===== config.mk =====
export PLATFORM = sky130hd
export DESIGN_NAME = gbn_iou_dp
export DESIGN_NICKNAME = d
export VERILOG_FILES = /design/src/rtl/core/assert_macros.svh /design/src/rtl/core/gbn_pkg.sv /design/src/rtl/core/gbn_iou_dp.sv
export SDC_FILE = /design/constraint.sdc
export NUM_CORES = 2
export LEC_CHECK = 0
export BUFFER_PORTS_ARGS = -buffer_cell sky130_fd_sc_hd__buf_2
export CORE_ASPECT_RATIO = 1.25
export CORE_MARGIN = 3
export CORE_UTILIZATION = 60
export CTS_CLUSTER_DIAMETER = 40
export DETAILED_ROUTE_END_ITERATION = 10
export GPL_ROUTABILITY_DRIVEN = 0
export GPL_TIMING_DRIVEN = 1
export PLACE_DENSITY = 0.8
export SLEW_MARGIN = 40
export SYNTH_ARGS = -nofsm -noshare
export SYNTH_HDL_FRONTEND = slang
export SYNTH_SLANG_ARGS = --single-unit

===== constraint.sdc =====
create_clock -name aclk -period 13.44 [get_ports aclk]
set_input_delay 0.672 -clock aclk [delete_from_list [all_inputs] [get_ports aclk]]
set_output_delay 0.672 -clock aclk [all_outputs]
set_load 0.01 [all_outputs]

===== src/rtl/core/assert_macros.svh =====
// ----------------------------------------------------------------------------
// Assertion macros
// Concurrent assertion wrappers on aclk; GBN_ASSERT is held off while aresetn is low, GBN_ASSERT_ALWAYS is not.
// ----------------------------------------------------------------------------
`ifndef ASSERT_MACROS_SVH
`define ASSERT_MACROS_SVH

`ifndef SYNTH
`define GBN_ASSERT(lbl, prop, msg) \
    lbl: assert property (@(posedge aclk) disable iff (!aresetn) (prop)) else $error(msg);
`define GBN_ASSERT_ALWAYS(lbl, prop, msg) \
    lbl: assert property (@(posedge aclk) (prop)) else $error(msg);
`else
`define GBN_ASSERT(lbl, prop, msg)
`define GBN_ASSERT_ALWAYS(lbl, prop, msg)
`endif

`endif


===== src/rtl/core/gbn_pkg.sv =====
// ----------------------------------------------------------------------------
// gbn_pkg
// Types, widths and codes shared by the box suppression block.
// ----------------------------------------------------------------------------
package gbn_pkg;

    localparam int MAX_KEPT_DEF = 256;
    localparam int CORD_W       = 16;
    localparam int AREA_W       = 32;
    localparam int CLS_W        = 7;
    localparam int THR_W        = 9;
    localparam int SLOT_W       = 8;
    localparam int UNI_W        = AREA_W + 1;
    localparam int PROD_W       = UNI_W + CORD_W;
    localparam int THR_RESET    = 128;

    localparam logic CFG_IOU_THRESHOLD  = 1'b0;
    localparam logic CFG_CLASS_AGNOSTIC = 1'b1;

    typedef struct packed {
        logic signed [CORD_W-1:0] bottom;
        logic signed [CORD_W-1:0] right;
        logic signed [CORD_W-1:0] top;
        logic signed [CORD_W-1:0] left;
    } box_t;

    typedef struct packed {
        box_t              box;
        logic [AREA_W-1:0] area;
        logic [CLS_W-1:0]  cls;
    } entry_t;

    typedef struct packed {
        logic load_box;
        logic do_area;
        logic do_span;
        logic do_inter;
        logic do_union;
        logic do_thr;
    } dp_ctrl_t;

    typedef enum logic [2:0] {
        ST_IDLE,
        ST_AREA,
        ST_SCAN,
        ST_SPAN,
        ST_INTER,
        ST_UNION,
        ST_THR,
        ST_DONE
    } state_t;

endpackage


===== src/rtl/core/gbn_iou_dp.sv =====
// ----------------------------------------------------------------------------
// gbn_iou_dp
// Overlap datapath around one shared multiplier: own area, intersection
// area, union and the threshold product, one step per cycle.
// ----------------------------------------------------------------------------
module gbn_iou_dp
    import gbn_pkg::*;
(
    input  logic             aclk,
    input  dp_ctrl_t         ctrl,
    input  box_t             in_box,
    input  logic [CLS_W-1:0] in_cls,
    input  entry_t           kept,
    input  logic [THR_W-1:0] thr,
    input  logic             agnostic,
    output entry_t           cur,
    output logic             hit
);

    box_t              box_reg;
    logic [CLS_W-1:0]  cls_reg;
    logic [AREA_W-1:0] area_reg;
    logic [CORD_W-1:0] iw_reg;
    logic [CORD_W-1:0] ih_reg;
    logic              match_reg;
    logic [AREA_W-1:0] inter_reg;
    logic [UNI_W-1:0]  uni_reg;

    logic signed [CORD_W-1:0] ml, mr, mt, mb;
    logic signed [CORD_W:0]   dx, dy, ow, oh;
    logic [CORD_W-1:0]        iw, ih;
    logic [UNI_W-1:0]         mul_a;
    logic [CORD_W-1:0]        mul_b;
    logic [PROD_W-1:0]        prod;

    always_comb begin
        ml = (box_reg.left > kept.box.left)     ? box_reg.left   : kept.box.left;
        mr = (box_reg.right < kept.box.right)   ? box_reg.right  : kept.box.right;
        mt = (box_reg.top > kept.box.top)       ? box_reg.top    : kept.box.top;
        mb = (box_reg.bottom < kept.box.bottom) ? box_reg.bottom : kept.box.bottom;
        dx = {mr[CORD_W-1], mr} - {ml[CORD_W-1], ml};
        dy = {mb[CORD_W-1], mb} - {mt[CORD_W-1], mt};
        iw = (mr > ml) ? dx[CORD_W-1:0] : '0;
        ih = (mb > mt) ? dy[CORD_W-1:0] : '0;
        ow = {box_reg.right[CORD_W-1], box_reg.right} - {box_reg.left[CORD_W-1], box_reg.left};
        oh = {box_reg.bottom[CORD_W-1], box_reg.bottom} - {box_reg.top[CORD_W-1], box_reg.top};
    end

    always_comb begin
        if (ctrl.do_area) begin
            mul_a = UNI_W'(ow[CORD_W-1:0]);
            mul_b = oh[CORD_W-1:0];
        end else if (ctrl.do_inter) begin
            mul_a = UNI_W'(iw_reg);
            mul_b = ih_reg;
        end else begin
            mul_a = uni_reg;
            mul_b = CORD_W'(thr);
        end
    end

    assign prod = PROD_W'(mul_a) * PROD_W'(mul_b);
    assign hit  = match_reg && (PROD_W'({inter_reg, 8'd0}) > prod);
    assign cur  = '{box: box_reg, area: area_reg, cls: cls_reg};

    always_ff @(posedge aclk) begin
        if (ctrl.load_box) begin
            box_reg.left   <= in_box.left;
            box_reg.top    <= in_box.top;
            box_reg.right  <= (in_box.right < in_box.left) ? in_box.left : in_box.right;
            box_reg.bottom <= (in_box.bottom < in_box.top) ? in_box.top : in_box.bottom;
            cls_reg        <= in_cls;
        end
        if (ctrl.do_area) begin
            area_reg <= prod[AREA_W-1:0];
        end
        if (ctrl.do_span) begin
            iw_reg    <= iw;
            ih_reg    <= ih;
            match_reg <= agnostic || (kept.cls == cls_reg);
        end
        if (ctrl.do_inter) begin
            inter_reg <= prod[AREA_W-1:0];
        end
        if (ctrl.do_union) begin
            uni_reg <= {1'b0, area_reg} + {1'b0, kept.area} - {1'b0, inter_reg};
        end
    end

endmodule


### Yosys cells after proc, flatten, opt, wreduce, memory -nomap -nowiden

Index checks and enable logic that the tools add are counted.

* output and inout bits: 104
* bits in writable memories: 0
* word-level logic and storage cells: 40
* bits in latches: 0
* memories: 0
* bits in read-only memories: 0
* register bits: 201
* input port bits: 191

* multipliers: 1
* reductions and logical operators: 2
* $add $sub $neg: 6
* equality and inequality tests: 1
* div/mod/pow operators: 0
* order comparisons: 9
* muxes and demuxes: 10
* bitwise operators: 0
* shifts and indexed selects: 0

Operators with widths (count)
* $mux 16: 8
* $mux 33: 2
* $gt 16x16->1: 4
* $lt 16x16->1: 4
* $sub 16x16->16: 4
* $gt 40x49->1: 1
* $mul 33x16->49: 1
* $add 32x32->33: 1
* $sub 33x32->33: 1
* $eq 7x7->1: 1
* $logic_and 1x1->1: 1
* $logic_or 1x1->1: 1

### Depth between registers and ports, before layout

* depth after elaboration: 5
* gate-level depth with buffers: 48
* depth with buffers taken out: 46

### Worst setup path after synthesis

No wires, ideal clock.

* path kind: reg-to-output
* start: register box_reg (netlist bit cur[39])
* end: output hit
* buffers on the path: 2
* stages on the path, launching flop included: 43
* data required time: 12768 ps
* data arrival time: 9903 ps
* setup slack: 2865 ps
* path through: edfxtp_1 -> ha_1 -> fa_1 -> nand2b_1 -> a21boi_0 -> o21ai_1 -> a21oi_1 -> o211ai_1 -> a2111o_1 -> o311ai_1 -> and2_1 -> clkbuf_1 -> a21oi_1 -> fa_1 -> fa_1 -> fa_1 -> inv_1 -> fa_1 -> (+7 left out) -> o21a_1 -> o31ai_1 -> a21boi_0 -> o21bai_1 -> a21oi_1 -> xnor2_1 -> inv_1 -> ha_1 -> nand4_1 -> nor2_1 -> o221ai_1 -> o211ai_1 -> o21ai_0 -> o2111ai_1 -> o221a_2 -> nand3_1 -> or4_1 -> nor4_2

* word-level cells in the longest chain between the ends: 5

RTL lines
* start: declaration: line gbn_iou_dp.sv:20 `box_t box_reg;`
* $sub 16x16->16: line gbn_iou_dp.sv:45 `ow = {box_reg.right[CORD_W-1], box_reg.right} - {box_reg.left[CORD_W-1], box_reg.left};`
* $mux 33: line gbn_iou_dp.sv:50 `if (ctrl.do_area) begin`
* $mul 33x16->49: line gbn_iou_dp.sv:62 `assign prod = PROD_W'(mul_a) * PROD_W'(mul_b);`
* via prod[30]: line gbn_iou_dp.sv:34 `logic [PROD_W-1:0] prod;`
* $gt 40x49->1: line gbn_iou_dp.sv:63 `assign hit = match_reg && (PROD_W'({inter_reg, 8'd0}) > prod);`
* $logic_and 1x1->1: line gbn_iou_dp.sv:63
* end: declaration: line gbn_iou_dp.sv:17 `output logic hit`

The timed path passes the listed nets, and every way through them passes these cells.

### Final worst setup path

Same ends and word-level chain as after synthesis.

==> run summary <==
For this run the aggregate overflow at the end of global routing stands at 0. At the end of the flow, the number of nets in the layout was 4881. The logs give 0 ns for the post-route setup TNS and 4633 for the post-route non-filler standard cell count. The TritonCTS sink count is 201. Max-cap violations in this run came to 0.

The tightest min-delay check is of the input port to flip-flop type. Compared with the post-synthesis result, the final layout area differs by 11.4%. The logs give 87.4 mm for the total wire length and 36500 um2 for the post-layout instance area.

The final count of negative-setup-slack endpoints is 0. On the final layout, the worst hold slack is 0.234 ns. For the starting density of the core, the log shows 60.8%. Once placement completed, the tool counted placed cells totaling 4577. Before antenna repair, the detailed router went through 7 iterations. Dividing the synthesized area by the synthesized cell count gives 9.30 um2. The startpoint type of the worst setup path was a flip-flop. Leaving out fill and tap cells, the most frequent cell in the layout is inv_1. The core region is 53800 um2. The total count of hold-check failures in the final report is 0. The register with the most flip-flops in the layout has 64 of them.

For the post-synth design cell area, the log shows 32700 um2. The floorplan has 95 rows. The clock reaches the later pin of the worst-skew pair after 0.61 ns.

After clock tree synthesis, the setup repair step added 0 buffers. The post-route minimum period is 12.74 ns. The actual slew at the worst max-slew pin was 0.896 ns. The initial antenna violation count was 5; the number of enable flip-flop cells after synthesis was 201. On the critical path, the stage with the largest delay is an instance of fa_1.

Setup repair after global routing left no endpoint under its margin. The number of CTS-inserted buffers was 29; the maximum number of pins on one net before global-route repair was 72. Of the available clock period, the critical path in the final layout requires 94.8%. The run gives 3520 as the synthesized instance count.

Counting stages on the worst path, the most repeated cell is fa_1. The synthesis-stage register bit count was 201; the number of library cell types mapped by synthesis was 75. Data on the critical path is required at its endpoint by 12.77 ns.

The die is 215 um wide. The cell area after placement is 35400 um2. The library cell used as clock root buffer was clkbuf_16.

The number of max-slew violations in the final report is 0, and the headroom to the max-slew limit is 39.9%. Number of global-route vias before repair: 27819. Sequential elements use 18.4% of the synthesized area.

The filler cells instantiated in the layout total 4193. For the maximum level of the CTS H-tree, the log shows 1. No sink is reached through more buffers than the 3 on the longest clock path. The run finished with clean final reports. In this run the vertical extent of the chip is 267 um. In the synthesized netlist the async set-or-reset flop fraction comes to 0%. STA puts the critical path data arrival time at 12.07 ns. The achievable frequency is 78.5 MHz, and the worst stage delay on the critical path is 0.55 ns. All-layer global routing usage: 31.0%. TritonCTS built the clock tree.

After clock tree synthesis, the clock-pin slew on the worst setup and hold paths is 0.06 ns. The share of cells above drive strength 1 was 12.1%. The critical path capture point type is an output pin.

The library cells used most frequently in the layout, excluding fill and tap cells, are 783 x inv_1, 468 x fa_1, 371 x nand2_1. The first global-routing pass estimated 142 mm of wire. The number of buffers added to fix hold violations after cts is 0.

The remaining routing DRC violations is 0. The top fanout value on the critical path is 9, and the total number of vias is 25999. The floorplan step defined a die boundary enclosing 57400 um2. The number of warnings reported in the yosys synthesis log is 0.

Class of the most critical setup path: flip-flop to output pin. The HPWL after detailed placement is 72.7 mm. The count of nets left with antenna violations once routing finished came out at 0. In this run, the number of DRC markers left after iteration 0 of detailed routing was 1900. The count of buffers added on input and output ports is 293. The most used flip-flop cell after synthesis is edfxtp_1.

295 I/O pins were placed. The wire length per cell was 18.9 um. The worst clock skew came out at 0.0420 ns. Dividing the detail-routed via count by the number of cells gives 5.61.
-- Yosys cell counts, drive strengths merged (4+ instances only) --
cell type	count	share of area, %
o41ai	4	0.13
o2111ai	4	0.11
nor3	35	0.54
edfxtp	201	18
nand3	39	0.60
o21bai	11	0.25
mux2i	64	2.0
a21o	72	1.7
or3	11	0.21
nor3b	5	0.11
ha	341	13
a21boi	11	0.25
nor2	176	2.0
nor2b	44	0.84
a211oi	18	0.43
a31o	4	0.11
o31ai	5	0.16
clkbuf	89	1.0
and2	57	1.1
o211ai	10	0.23
mux2	73	2.5
nand3b	5	0.11
buf	14	0.18
and3	18	0.35
inv	783	9.0
or2	7	0.13
xor2	48	1.3
a22oi	5	0.11
nor4	9	0.19
a22o	18	0.48
a311oi	6	0.16
a31oi	20	0.38
nand2b	33	0.63
o21ai	104	1.6
nand2	371	4.3
fa	468	29
o21a	26	0.60
nand4	36	0.71
xnor2	75	2.0
a21oi	160	2.5
-- logic make-up (layout without fill, tap and decap cells) --
family                   after synthesis  after routing  synth area share [%]
flip-flops                           201            201                  18.4
buffers and inverters                886           1153                  10.2
AND/OR/NAND/NOR                      851            851                  11.9
multiplexers                         137            137                  4.47
XOR/XNOR                             123            123                  3.29
adder cells (fa/ha/maj)              809            809                  41.7
AO/OA/AOI/OAI                        511            511                  10.0
other                                  2            121                0.0229
-- stage by stage --
step / utilization, % / setup slack (ns)
finish: 67.7 / 0.697
global route: 67.7 / 0.0268
CTS: 67.6 / 0.666
detailed placement: 65.7 / 1.29
global placement: 65.7 / 1.47
floorplan: - / 2.87
-- worst max-delay path: cells and delay by family (launching register included) --
kind                     cells  cell delay, ns
AO/OA/AOI/OAI               19            3.63
buffers and inverters        5            0.72
AND/OR/NAND/NOR              8            2.01
flip-flops                   1            0.44
adder cells (fa/ha/maj)     10            4.45
XOR/XNOR                     1            0.20
-- per-layer routing --
layer	share of wire (%)	vias to the layer above	track usage [%]
li1	-	11956	-
met1	36	12667	35.7
met2	50	1063	55.1
met3	7.2	307	5.27
met4	7.0	6	17.5
met5	0.039	-	0
-- final cells by class --
cell class,count,area (um2),area share [%]
inverters,783,2940,8.06
clock inverters,24,284,0.779
repair buffers,316,1650,4.54
clock buffers,30,729,2.00
diodes,2,5.00,0.0137
flip-flops and latches,201,6040,16.6
well taps,727,910,2.50
multi-input cells,2550,23900,65.6
-- worst paths after layout --
check | from | to | slack, ns | depth (start not counted)
worst max-delay path | cur[39] | hit | 0.70 | 43
worst min-delay path | in_cls[0] | cls_reg[0] | 0.23 | 1
worst max register to register | cur[39] | inter_reg[31] | 4.18 | 34
worst min register to register | cls_reg[3] | match_reg | 0.82 | 2
-- timing repair --
item,4_1_cts,5_1_grt
hold endpoints to repair,0,0
endpoints found under the setup margin,0,1
gates resized for setup,0,4
Power is not shown: default switching activity piles up to over one toggle a cycle in this logic, so the estimate is an artifact.
